**src/hw/rtl/lfu_pkg.sv**
```systemverilog
// Shared types and constants for the LFU cache table.
package lfu_pkg;

  localparam int KEY_W   = 32;
  localparam int VAL_W   = 32;
  localparam int STAMP_W = 32;
  localparam int CAP_W   = 5;

  localparam logic [CAP_W-1:0] CAP_RESET = 5'd16;

  localparam logic CMD_GET = 1'b0;
  localparam logic CMD_PUT = 1'b1;

  typedef struct packed {
    logic match_found;
    logic victim_found;
    logic free_found;
  } scan_flags_t;

endpackage

```
**src/hw/rtl/lfu_cache_table_core.sv**
```systemverilog
// Top level of the LFU cache table with least-recently-touched tie break.
//
// Usage:
//   Request channel (req_valid / req_stall, fields cmd, key, value) takes one
//   get or put transaction at a time. Response channel (rsp_valid / rsp_stall,
//   fields hit, read_value, evicted) returns exactly one transaction per request.
//   Config channel (cfg_valid / cfg_ready, cfg_data) writes cache_capacity; write
//   it only while no request is in flight. cfg_ready is always high.
// Sequence:
//   Each request scans every slot through the single read port of the entry
//   RAM, one slot a cycle, then decides and writes back once, loading the
//   response register from the write state, or from the finish state while it
//   is still held. req_stall stays high until the sequencer is idle again, so
//   the next request is taken only after the previous one is written back.
// Reset:
//   rst is synchronous. After it a clearing pass writes every RAM slot invalid,
//   slot by slot, with req_stall high; config writes are still taken.
// Receiver stall:
//   A finished response waits in the output register; the next request is
//   taken meanwhile, and its own result waits until the register frees up.
module lfu_cache_table_core #(
  parameter int ENTRIES    = 16,
  parameter int COUNT_BITS = 16
) (
  input  logic                            clk,
  input  logic                            rst,
  // request channel
  input  logic                            req_valid,
  output logic                            req_stall,
  input  logic                            cmd,
  input  logic signed [lfu_pkg::KEY_W-1:0] key,
  input  logic signed [lfu_pkg::VAL_W-1:0] value,
  // response channel
  output logic                            rsp_valid,
  input  logic                            rsp_stall,
  output logic                            hit,
  output logic signed [lfu_pkg::VAL_W-1:0] read_value,
  output logic                            evicted,
  // config channel
  input  logic                            cfg_valid,
  output logic                            cfg_ready,
  input  logic [lfu_pkg::CAP_W-1:0]       cfg_data
);

  localparam int IDX_W  = (ENTRIES > 1) ? $clog2(ENTRIES) : 1;
  localparam int OCC_W  = $clog2(ENTRIES + 1);
  localparam int CMP_W  = (OCC_W > lfu_pkg::CAP_W) ? OCC_W : lfu_pkg::CAP_W;
  localparam int WORD_W = 1 + lfu_pkg::KEY_W + lfu_pkg::VAL_W + COUNT_BITS + lfu_pkg::STAMP_W;
  localparam logic [IDX_W-1:0] LAST_IDX = IDX_W'(ENTRIES - 1);
  localparam logic [CMP_W-1:0] ENTRIES_C = CMP_W'(ENTRIES);

  localparam logic [2:0] ST_CLEAR  = 3'd0;
  localparam logic [2:0] ST_IDLE   = 3'd1;
  localparam logic [2:0] ST_SCAN   = 3'd2;
  localparam logic [2:0] ST_DRAIN  = 3'd3;
  localparam logic [2:0] ST_DECIDE = 3'd4;
  localparam logic [2:0] ST_WRITE  = 3'd5;
  localparam logic [2:0] ST_FINISH = 3'd6;

  // control state
  logic [2:0]                  state;
  logic [IDX_W-1:0]            slot;
  logic [lfu_pkg::CAP_W-1:0]   cache_capacity;
  logic [OCC_W-1:0]            occupancy;
  logic [lfu_pkg::STAMP_W-1:0] access_clock;
  logic                        step;
  logic                        plan_wr;
  logic                        plan_occ_inc;

  // captured request and write-back plan
  logic                        cmd_r;
  logic [lfu_pkg::KEY_W-1:0]   key_r;
  logic [lfu_pkg::VAL_W-1:0]   value_r;
  logic [IDX_W-1:0]            step_idx;
  logic [IDX_W-1:0]            plan_idx;
  logic [WORD_W-1:0]           plan_word;
  logic                        res_hit;
  logic [lfu_pkg::VAL_W-1:0]   res_value;
  logic                        res_evicted;

  // RAM ports
  logic                        ram_wr_en;
  logic [IDX_W-1:0]            ram_wr_addr;
  logic [WORD_W-1:0]           ram_wr_data;
  logic [WORD_W-1:0]           ram_rd_data;

  // scan results
  lfu_pkg::scan_flags_t        flags;
  logic [IDX_W-1:0]            match_idx;
  logic [IDX_W-1:0]            victim_idx;
  logic [IDX_W-1:0]            free_idx;
  logic [lfu_pkg::VAL_W-1:0]   match_value;
  logic [COUNT_BITS-1:0]       match_count;

  // decision logic
  logic                        req_take;
  logic                        out_free;
  logic                        out_load;
  logic [CMP_W-1:0]            cap_ext;
  logic [CMP_W-1:0]            cap_eff;
  logic                        cap_zero;
  logic                        full;
  logic                        use_free;
  logic [COUNT_BITS-1:0]       bumped;
  logic                        inval_en;
  logic                        dec_wr;
  logic [IDX_W-1:0]            dec_idx;
  logic [WORD_W-1:0]           dec_word;
  logic                        dec_occ_inc;
  logic                        dec_hit;
  logic [lfu_pkg::VAL_W-1:0]   dec_value;
  logic                        dec_ev;

  assign cfg_ready = 1'b1;
  assign req_stall = (state != ST_IDLE);
  assign req_take  = req_valid && !req_stall;
  assign out_free  = !rsp_valid || !rsp_stall;
  assign out_load  = ((state == ST_WRITE) || (state == ST_FINISH)) && out_free;

  lfu_ram #(
    .WIDTH (WORD_W),
    .DEPTH (ENTRIES)
  ) u_ram (
    .clk     (clk),
    .wr_en   (ram_wr_en),
    .wr_addr (ram_wr_addr),
    .wr_data (ram_wr_data),
    .rd_addr (slot),
    .rd_data (ram_rd_data)
  );

  lfu_scan_unit #(
    .ENTRIES    (ENTRIES),
    .COUNT_BITS (COUNT_BITS)
  ) u_scan (
    .clk         (clk),
    .rst         (rst),
    .start       (req_take),
    .step        (step),
    .step_idx    (step_idx),
    .entry       (ram_rd_data),
    .key         (key_r),
    .now         (access_clock),
    .flags       (flags),
    .match_idx   (match_idx),
    .victim_idx  (victim_idx),
    .free_idx    (free_idx),
    .match_value (match_value),
    .match_count (match_count)
  );

  // Effective capacity is clamped to the slot count.
  assign cap_ext  = CMP_W'(cache_capacity);
  assign cap_eff  = (cap_ext > ENTRIES_C) ? ENTRIES_C : cap_ext;
  assign cap_zero = (cap_eff == '0);
  assign full     = (CMP_W'(occupancy) >= cap_eff);
  assign use_free = flags.free_found && (free_idx < victim_idx);
  assign bumped   = (match_count == {COUNT_BITS{1'b1}}) ? match_count
                                                        : match_count + COUNT_BITS'(1);

  // Work out the write-back once the scan is complete.
  always_comb begin
    inval_en    = 1'b0;
    dec_wr      = 1'b0;
    dec_idx     = match_idx;
    dec_word    = '0;
    dec_occ_inc = 1'b0;
    dec_hit     = flags.match_found;
    dec_value   = '0;
    dec_ev      = 1'b0;
    if (cmd_r == lfu_pkg::CMD_GET) begin
      if (flags.match_found) begin
        dec_value = match_value;
        dec_wr    = 1'b1;
        dec_word  = {1'b1, key_r, match_value, bumped, access_clock};
      end else begin
        dec_value = '1;
      end
    end else if (!cap_zero) begin
      if (flags.match_found) begin
        dec_wr   = 1'b1;
        dec_word = {1'b1, key_r, value_r, bumped, access_clock};
      end else begin
        dec_wr   = 1'b1;
        dec_word = {1'b1, key_r, value_r, COUNT_BITS'(1), access_clock};
        if (full) begin
          // Evict; the new key lands in the lowest free slot, which may be the victim's.
          dec_ev = flags.victim_found;
          if (use_free) begin
            inval_en = flags.victim_found;
            dec_idx  = free_idx;
          end else begin
            dec_idx = victim_idx;
          end
        end else begin
          dec_idx     = free_idx;
          dec_occ_inc = 1'b1;
        end
      end
    end
  end

  // Single write port: clearing pass, victim invalidation, main write-back.
  always_comb begin
    ram_wr_en   = 1'b0;
    ram_wr_addr = slot;
    ram_wr_data = '0;
    case (state)
      ST_CLEAR: begin
        ram_wr_en = 1'b1;
      end
      ST_DECIDE: begin
        ram_wr_en   = inval_en;
        ram_wr_addr = victim_idx;
      end
      ST_WRITE: begin
        ram_wr_en   = plan_wr;
        ram_wr_addr = plan_idx;
        ram_wr_data = plan_word;
      end
      default: begin
        ram_wr_en = 1'b0;
      end
    endcase
  end

  // Sequencer and control registers.
  always_ff @(posedge clk) begin
    if (rst) begin
      state          <= ST_CLEAR;
      slot           <= '0;
      cache_capacity <= lfu_pkg::CAP_RESET;
      occupancy      <= '0;
      access_clock   <= '0;
      step           <= 1'b0;
      plan_wr        <= 1'b0;
      plan_occ_inc   <= 1'b0;
      rsp_valid      <= 1'b0;
    end else begin
      if (cfg_valid && cfg_ready) begin
        cache_capacity <= cfg_data;
      end
      step <= (state == ST_SCAN);
      if (out_load) begin
        rsp_valid <= 1'b1;
      end else if (rsp_valid && !rsp_stall) begin
        rsp_valid <= 1'b0;
      end
      case (state)
        ST_CLEAR: begin
          if (slot == LAST_IDX) begin
            slot  <= '0;
            state <= ST_IDLE;
          end else begin
            slot <= slot + IDX_W'(1);
          end
        end
        ST_IDLE: begin
          if (req_take) begin
            slot  <= '0;
            state <= ST_SCAN;
          end
        end
        ST_SCAN: begin
          if (slot == LAST_IDX) begin
            slot  <= '0;
            state <= ST_DRAIN;
          end else begin
            slot <= slot + IDX_W'(1);
          end
        end
        ST_DRAIN: begin
          state <= ST_DECIDE;
        end
        ST_DECIDE: begin
          plan_wr      <= dec_wr;
          plan_occ_inc <= dec_occ_inc;
          state        <= ST_WRITE;
        end
        ST_WRITE: begin
          access_clock <= access_clock + lfu_pkg::STAMP_W'(1);
          if (plan_occ_inc) begin
            occupancy <= occupancy + OCC_W'(1);
          end
          state <= out_free ? ST_IDLE : ST_FINISH;
        end
        ST_FINISH: begin
          if (out_free) begin
            state <= ST_IDLE;
          end
        end
        default: begin
          state <= ST_IDLE;
        end
      endcase
    end
  end

  // Payload registers.
  always_ff @(posedge clk) begin
    step_idx <= slot;
    if (req_take) begin
      cmd_r   <= cmd;
      key_r   <= key;
      value_r <= value;
    end
    if (state == ST_DECIDE) begin
      plan_idx    <= dec_idx;
      plan_word   <= dec_word;
      res_hit     <= dec_hit;
      res_value   <= dec_value;
      res_evicted <= dec_ev;
    end
    if (out_load) begin
      hit        <= res_hit;
      read_value <= res_value;
      evicted    <= res_evicted;
    end
  end

`ifndef SYNTH
  a_occ_bound: assert property (@(posedge clk) disable iff (rst)
    CMP_W'(occupancy) <= ENTRIES_C)
    else $error("occupancy exceeds slot count");

  a_evict_on_miss: assert property (@(posedge clk) disable iff (rst)
    (rsp_valid && evicted) |-> (!hit && (read_value == 0)))
    else $error("eviction reported on a hit or with nonzero read value");

  a_victim_exists: assert property (@(posedge clk) disable iff (rst)
    ((state == ST_DECIDE) && (cmd_r == lfu_pkg::CMD_PUT) && !flags.match_found &&
     !cap_zero && full) |-> flags.victim_found)
    else $error("full store without a victim");

  a_free_exists: assert property (@(posedge clk) disable iff (rst)
    ((state == ST_DECIDE) && (cmd_r == lfu_pkg::CMD_PUT) && !flags.match_found &&
     !cap_zero && !full) |-> flags.free_found)
    else $error("store not full but no free slot found");

  a_clock_step: assert property (@(posedge clk) disable iff (rst)
    (state == ST_WRITE) |=> (access_clock == $past(access_clock) + lfu_pkg::STAMP_W'(1)))
    else $error("access clock did not advance by one per request");
`endif

endmodule

```
**src/hw/rtl/lfu_ram.sv**
```systemverilog
// Generic single-write, single-read RAM with registered read data.
module lfu_ram #(
  parameter int WIDTH = 32,
  parameter int DEPTH = 16,
  localparam int AW = (DEPTH > 1) ? $clog2(DEPTH) : 1
) (
  input  logic             clk,
  input  logic             wr_en,
  input  logic [AW-1:0]    wr_addr,
  input  logic [WIDTH-1:0] wr_data,
  input  logic [AW-1:0]    rd_addr,
  output logic [WIDTH-1:0] rd_data
);

  logic [WIDTH-1:0] mem [DEPTH];

  always_ff @(posedge clk) begin
    if (wr_en) begin
      mem[wr_addr] <= wr_data;
    end
    rd_data <= mem[rd_addr];
  end

endmodule

```
**src/hw/rtl/lfu_scan_unit.sv**
```systemverilog
// Shared compare unit: key match, victim selection and free slot search over a scan.
module lfu_scan_unit #(
  parameter int ENTRIES    = 16,
  parameter int COUNT_BITS = 16,
  localparam int IDX_W  = (ENTRIES > 1) ? $clog2(ENTRIES) : 1,
  localparam int WORD_W = 1 + lfu_pkg::KEY_W + lfu_pkg::VAL_W + COUNT_BITS + lfu_pkg::STAMP_W
) (
  input  logic                        clk,
  input  logic                        rst,
  input  logic                        start,
  input  logic                        step,
  input  logic [IDX_W-1:0]            step_idx,
  input  logic [WORD_W-1:0]           entry,
  input  logic [lfu_pkg::KEY_W-1:0]   key,
  input  logic [lfu_pkg::STAMP_W-1:0] now,
  output lfu_pkg::scan_flags_t        flags,
  output logic [IDX_W-1:0]            match_idx,
  output logic [IDX_W-1:0]            victim_idx,
  output logic [IDX_W-1:0]            free_idx,
  output logic [lfu_pkg::VAL_W-1:0]   match_value,
  output logic [COUNT_BITS-1:0]       match_count
);

  localparam int STAMP_LO = 0;
  localparam int COUNT_LO = lfu_pkg::STAMP_W;
  localparam int VALUE_LO = COUNT_LO + COUNT_BITS;
  localparam int KEY_LO   = VALUE_LO + lfu_pkg::VAL_W;
  localparam int VALID_B  = KEY_LO + lfu_pkg::KEY_W;

  logic                        e_valid;
  logic [lfu_pkg::KEY_W-1:0]   e_key;
  logic [lfu_pkg::VAL_W-1:0]   e_value;
  logic [COUNT_BITS-1:0]       e_count;
  logic [lfu_pkg::STAMP_W-1:0] e_stamp;
  logic [lfu_pkg::STAMP_W-1:0] e_age;
  logic                        better;

  logic [COUNT_BITS-1:0]       victim_count;
  logic [lfu_pkg::STAMP_W-1:0] victim_age;

  assign e_valid = entry[VALID_B];
  assign e_key   = entry[KEY_LO +: lfu_pkg::KEY_W];
  assign e_value = entry[VALUE_LO +: lfu_pkg::VAL_W];
  assign e_count = entry[COUNT_LO +: COUNT_BITS];
  assign e_stamp = entry[STAMP_LO +: lfu_pkg::STAMP_W];
  assign e_age   = now - e_stamp;

  // Strict compares keep the lowest slot on a full tie.
  assign better = !flags.victim_found || (e_count < victim_count) ||
                  ((e_count == victim_count) && (e_age > victim_age));

  always_ff @(posedge clk) begin
    if (rst) begin
      flags <= '0;
    end else if (start) begin
      flags <= '0;
    end else if (step) begin
      if (e_valid && (e_key == key) && !flags.match_found) begin
        flags.match_found <= 1'b1;
      end
      if (e_valid && better) begin
        flags.victim_found <= 1'b1;
      end
      if (!e_valid && !flags.free_found) begin
        flags.free_found <= 1'b1;
      end
    end
  end

  always_ff @(posedge clk) begin
    if (step && !start) begin
      if (e_valid && (e_key == key) && !flags.match_found) begin
        match_idx   <= step_idx;
        match_value <= e_value;
        match_count <= e_count;
      end
      if (e_valid && better) begin
        victim_idx   <= step_idx;
        victim_count <= e_count;
        victim_age   <= e_age;
      end
      if (!e_valid && !flags.free_found) begin
        free_idx <= step_idx;
      end
    end
  end

endmodule

```
**config.mk**
```make
export PLATFORM = sky130hd
export DESIGN_NAME = lfu_cache_table_core
export DESIGN_NICKNAME = d
export VERILOG_FILES = /design/src/hw/rtl/lfu_pkg.sv /design/src/hw/rtl/lfu_cache_table_core.sv /design/src/hw/rtl/lfu_ram.sv /design/src/hw/rtl/lfu_scan_unit.sv
export SDC_FILE = /design/constraint.sdc
export NUM_CORES = 2
export LEC_CHECK = 0
export BUFFER_PORTS_ARGS = -buffer_cell sky130_fd_sc_hd__buf_4
export CAP_MARGIN = 20
export CORE_ASPECT_RATIO = 1.4
export CORE_UTILIZATION = 30
export CTS_BUF_LIST = sky130_fd_sc_hd__clkbuf_8
export DETAILED_ROUTE_END_ITERATION = 8
export PLACE_DENSITY = 0.4
export SYNTH_ARGS = -nofsm -noshare
export SYNTH_HDL_FRONTEND = slang
export SYNTH_SLANG_ARGS = --single-unit
```
**constraint.sdc**
```tcl
create_clock -name clk -period 24.3 [get_ports clk]
set_input_delay 2.43 -clock clk [delete_from_list [all_inputs] [get_ports clk]]
set_output_delay 2.43 -clock clk [all_outputs]
set_load 0.005 [all_outputs]
```
---- Word-level counts from Yosys, hierarchy flattened ----
Memories as Yosys holds them, arrays and structs flattened. A register that Yosys moved wholly into a read port is not among the register bits.
Index checks and enable logic that the tools add are counted.
W data, S select, Z words.
cells by class
  mux-type cells .......................... 40
  reduce and logical (&&, ||, !) cells .... 38
  order comparisons ....................... 5
  eq/ne operators ......................... 15
  add/sub/neg operators ................... 5
  bitwise gates (word level) .............. 2
operators by type and width
  operator                 number
  $mux W113                4
  $mux W48                 1
  $add A32 B1 Y32 const B  1
  $eq A32 B32 Y1           1
  $gt A32 B32 Y1           1
  $mux W32                 1
  $sub A32 B32 Y32         1
  $mux W4                  7
  $pmux W3 S7              1
  $add A16 B1 Y16 const B  1
  $eq A16 B16 Y1           1
  $eq A16 B16 Y1 const B   1
  $lt A16 B16 Y1           1
  $mux W1                  16
  $mux W16                 1
  $pmux W4 S2              2
  $reduce_and A2 Y1        8
  $mux W3                  5
  $logic_and A1 B1 Y1      10
  $eq A3 B3 Y1 const B     3
  $logic_not A1 Y1         8
  $eq A3 B2 Y1 const B     2
  $add A5 B1 Y5 const B    1
  $ge A5 B5 Y1             1
  other kinds (18)         26
storage, ports and cells
  word-level logic and storage cells ...... 137
  memories kept ........................... 1
  memory bits (writable) .................. 1808
  output and inout bits ................... 37
  bits in registers ....................... 418
memories
  name       words  bits a word  read ports  clocked after memory_dff  write ports  line           RTL
  u_ram.mem  16     113          1           1                         1            lfu_ram.sv:15  logic [WIDTH-1:0] mem [DEPTH];

---- Longest topological paths before layout ----
  depth after elaboration ................. 10
  gate-level depth with buffers ........... 20
  depth with buffers taken out ............ 20

---- Cells and area by module ----
From an unflattened synthesis, not the netlist that was laid out.
unflattened totals
  cells, all modules ...................... 4463
  area total of the unflattened synthesis .. 89218.1 µm²
modules (own cells, without submodules)
  module                instances  area each (µm²)  cells each  sequential area each (µm²)
  lfu_ram               1          69784.4          2890        56554.2
  lfu_cache_table_core  1          12693.4          984         8648.3
  lfu_scan_unit         1          6740.2           589         3303.2

---- Worst setup path before layout ----
Ideal clock, no wire load.
  path type ............................... register to register
  start point ............................. register state[1]
  end point ............................... register plan_wr
  path buffers ............................ 1
  cell stages (with the launch flop) ...... 5
  arrival ................................. 7.294 ns
  clock period less this slack ............ 7.747 ns
  library setup time ...................... 0.454 ns
  path slack .............................. 16.553 ns
  data required time ...................... 23.846 ns
  path through ............................ dfxtp_1 -> clkbuf_1 -> nand2b_1 -> nor2_1 -> a211oi_1
between the ends
  cells in the longest elaborated chain, start to end .. 1
RTL lines
  item                      line                         RTL
  start: declaration        lfu_cache_table_core.sv:61   logic [2:0] state;
  start signal: assignment  lfu_cache_table_core.sv:285  state <= out_free ? ST_IDLE : ST_FINISH;
  $eq A3 B3 Y1              lfu_cache_table_core.sv:249  case (state)
  end signal: assignment    lfu_cache_table_core.sv:276  plan_wr <= dec_wr;
  end: declaration          lfu_cache_table_core.sv:67   logic plan_wr;
No other way between the ends.
A chain may end at the register's enable or synchronous reset.

---- Final worst setup path ----
  start point ............................. register access_clock[0] (netlist bit)
  end point ............................... register u_scan.victim_idx[2] (enable)
between the ends
  cells in the longest elaborated chain, start to end .. 6
RTL lines
  item                                line                         RTL
  start: declaration                  lfu_cache_table_core.sv:65   logic [lfu_pkg::STAMP_W-1:0] access_clock;
  start signal: assignment            lfu_cache_table_core.sv:281  access_clock <= access_clock + lfu_pkg::STAMP_W'(1);
  $sub A32 B32 Y32                    lfu_scan_unit.sv:46          assign e_age = now - e_stamp;
  net u_scan.e_age (one bit)          lfu_scan_unit.sv:35          logic [lfu_pkg::STAMP_W-1:0] e_age;
  $gt A32 B32 Y1                      lfu_scan_unit.sv:50          ((e_count == victim_count) && (e_age > victim_age));
  $logic_and A1 B1 Y1                 lfu_scan_unit.sv:50
  $logic_or A1 B1 Y1                  lfu_scan_unit.sv:49          assign better = !flags.victim_found || (e_count < victim_count) ||
  $logic_and A1 B1 Y1                 lfu_scan_unit.sv:77          if (e_valid && better) begin
  $reduce_and A2 Y1 (no source line)  --
  end signal: assignment              lfu_scan_unit.sv:78          victim_idx <= step_idx;
  end: declaration                    lfu_scan_unit.sv:18          output logic [IDX_W-1:0] victim_idx,
The timed path passes the listed nets, and every way through them passes these cells.

==> summary.md <==
| Metric | Value |
|---|---|
| Primary FF master, synth | `edfxtp_1` |
| Cts hold-fix bufs | `0` |
| Die height | `roughly 650 microns` |
| Synth Warn # | `0` |
| Core Area | `295,000 sq um` |
| CP startpoint kind | `flip-flop` |
| Setup TNS | `0 ns` |
| CTS sink count | `approximately 2,300` |
| Area growth, synth to finish | `14.8%` |
| Clk_skew | `~0.051 ns` |
| Root buffer cell | `clkbuf_8` |
| Area of the multi-input gates | `19,500 sq um` |
| Detailed Place HPWL | `116 mm` |
| Delay of the slowest critical-path stage | `0.56 ns` |
| Area leader, netlist | `edfxtp_1` |
| Mean Syn Cell Area | `between 20 and 25 sq um` |
| Max-slew headroom | `0.272` |
| IO Port Bufs | `110` |
| TritonCTS clock tree | `built` |
| Least-Margin Pin Slew | `1.08 ns` |
| Routed wire length per instance | `27.0 microns` |
| Vias per cell | `4.72` |
| Fmax | `roughly 0.19 GHz` |
| Post-synth EDFFs | `2,166` |
| Row Count | `approximately 240` |
| First-pass GRT wire length | `342 mm` |
| Layout cells sized above 1 | `0.261` |
| Ys async rst share | `0` |
| Register area | `68,500 sq um` |
| Cell family with most CP delay | `compound AO/OA/AOI/OAI gates` |
| Slowest CP cell | `a31o_2` |
| Filler instances | `27,798` |
| Cts repair resizes | `0` |
| Mapped Cells | `4,202` |
| Setup CP Type | `flip-flop to flip-flop` |
| Pin count of the biggest net entering global routing | `between 100 and 150` |
| HP Class | `flip-flop to flip-flop` |
| Setup violation total in the final timing report | `0` |
| CP max FO | `32` |
| Final GP Congestion | `0.719` |
| CP Cell Sequence | `inv_1 > ha_1 > fa_1 > nand2b_1 > a21oi_1 > o31ai_1 > a31o_2 > o21ai_1 > a21o_1 > a21oi_1 > xnor2_1 > ha_1 > a21o_1 > a21o_1 > a21oi_1 > o21a_1 > o21ai_0 > a221oi_1 > o21ai_0 > a31o_2 > buf_4` |
| Yosys cell types | `71` |
| Unrepaired setup endpoints after global routing | `false` |
| Clock latency on the worst-skew pair | `0.98 ns` |
| VDD IR max | `0.0000393 V` |
| WP data required | `roughly 25 ns` |
| Min Tclk post-route | `5.31 ns` |
| CTS max path bufs | `4` |
| Top-area cell type share of the netlist area | `0.730` |
| Max Transition Viols Final | `0` |
| Fin nets | `around 4,800` |
| Synth top area cells | `edfxtp_1 73%, mux4_2 14%, dfxtp_1 3.9%` |
| DRT Pass-1 Iters | `5` |
| Yosys reg bits | `2,339` |
| Worst-path clk slew | `0.06 ns` |
| Finished Core Util | `0.347` |
| Initial antenna violation count | `8` |
| Net Count, Synth | `between 4,000 and 5,000` |
| Max_cap viols | `0` |
| Vias in the first global route | `around 46,000` |
| Postcts setup bufs | `0` |
| Status | `finished clean` |
| Setup crit end kind | `flip-flop` |
| Starting Density | `0.302` |
| Leak | `approximately 34 nW` |
| Total Wirelength | `239 mm` |
| DRC | `0` |
| H-tree Lvls | `5` |
| Tcrit/Tclk final | `0.218` |
| Synthesized area | `between 80,000 and 90,000 sq um` |
| Power Dens Cells | `86.5 nW/um^2` |
| IO Pins | `between 100 and 150` |
| All-Layer GR Usage | `0.159` |
| CP Buf/Inv Count | `2` |
| GR Overflow Total | `0` |
| Die area | `299,000 sq um` |
| Endpoints failing hold | `0` |
| Die width | `463 microns` |
| Worst EP arrival | `just under 6 ns` |
| Antenna viol nets, final | `0` |
| 1st-iter DRT viols | `2,769` |
| Vias post-DR | `41,793` |
| Sequential area share after synthesis | `0.769` |
| CTS Buf Count | `387` |
[where the power goes]
part	internal, mW	switching [mW]
clock network	1.67	1.60
logic	0.402	0.512
registers	4.59	0.0845
[stage by stage]
| step | power (mW) | area (sq um) | hold slack, ns | std cells | setup WS, ns |
|---|---|---|---|---|---|
| after global routing | 9.24 | 102000 | 0.409 | 8852 | 18.57 |
| after detailed placement | 5.71 | 95100 | 0.389 | 8138 | 18.87 |
| after global placement | 5.71 | 95100 | 0.386 | 8136 | 18.87 |
| final | 8.85 | 102000 | 0.402 | 8856 | 18.99 |
| after floorplan | 5.36 | 89100 | 0.326 | 4202 | 16.55 |
| after CTS | 9.03 | 102000 | 0.398 | 8848 | 18.82 |
[cell families after synthesis]
| logic type | Yosys count | synth area share |
|---|---|---|
| flops | 2339 | 0.769 |
| xor+xnor | 102 | 0.0100 |
| compound gates | 243 | 0.0179 |
| other cells | 1 | 0.0000421 |
| simple gates | 526 | 0.0315 |
| buf+inv | 318 | 0.0144 |
| mux | 581 | 0.145 |
| fa+ha+maj | 92 | 0.0130 |
[synth_stat cells (all sizes together), types with 7 or more instances]
master / count
nand2: 75
a21o: 27
or3: 12
a211oi: 7
nor2b: 16
xnor2: 62
ha: 91
a21oi: 93
and2: 173
nand3: 26
o21ai: 37
buf: 67
nand4: 38
clkbuf: 115
a31oi: 7
mux4: 565
nor3: 22
nand2b: 10
a22o: 32
xor2: 40
nor2: 128
and3: 8
dfxtp: 173
inv: 135
mux2i: 15
edfxtp: 2166
o21a: 15
[layer usage]
metal	wire length [microns]	GRT usage
met5	0	0
met1	106000	0.211
met3	8060	0.0227
met2	120000	0.273
met4	4970	0.0402
[state kept, by name, summed over array words and instances (netlist names), 32 cells and up]
name	flops
value_r	32
u_ram.rd_data	113
u_scan.victim_age	32
key_r	32
u_scan.match_value	32
read_value	32
plan_word	113
u_ram.mem	1808
res_value	32
access_clock	32
[worst paths after layout]
kind | slack [ns] | start | end | cells past startpoint
worst min-delay path | 0.40 | u_ram.rd_data[75]$_DFF_P_ | u_scan.match_value[27]$_DFFE_PP_ | 0
worst max register to register | 18.99 | access_clock[0]$_SDFFE_PP0P_ | u_scan.victim_idx[2]$_DFFE_PP_ | 21
worst min register to register | 0.40 | u_ram.rd_data[75]$_DFF_P_ | u_scan.match_value[27]$_DFFE_PP_ | 0
worst max-delay path | 18.99 | access_clock[0]$_SDFFE_PP0P_ | u_scan.victim_idx[2]$_DFFE_PP_ | 21
[cell usage in the layout (no fill, tap or decap), drive strengths merged, types with 75 or more instances in the layout]
cell | Yosys | layout
clkinv | 1 | 98
nor2 | 128 | 128
a21oi | 93 | 93
mux4 | 565 | 565
inv | 135 | 304
ha | 91 | 91
buf | 67 | 192
dfxtp | 173 | 173
clkbuf | 115 | 429
and2 | 173 | 173
edfxtp | 2166 | 2166
nand2 | 75 | 75
[final cells by class]
type	count	share of cell area
clock inverters	281	0.0126
multi-input cells	1545	0.191
clock buffers	429	0.0577
inverters	136	0.00501
well taps	3927	0.0480
diodes	7	0.000171
repair buffers	192	0.0164
flip-flops and latches	2339	0.670
(Power assumes the default switching activity.)
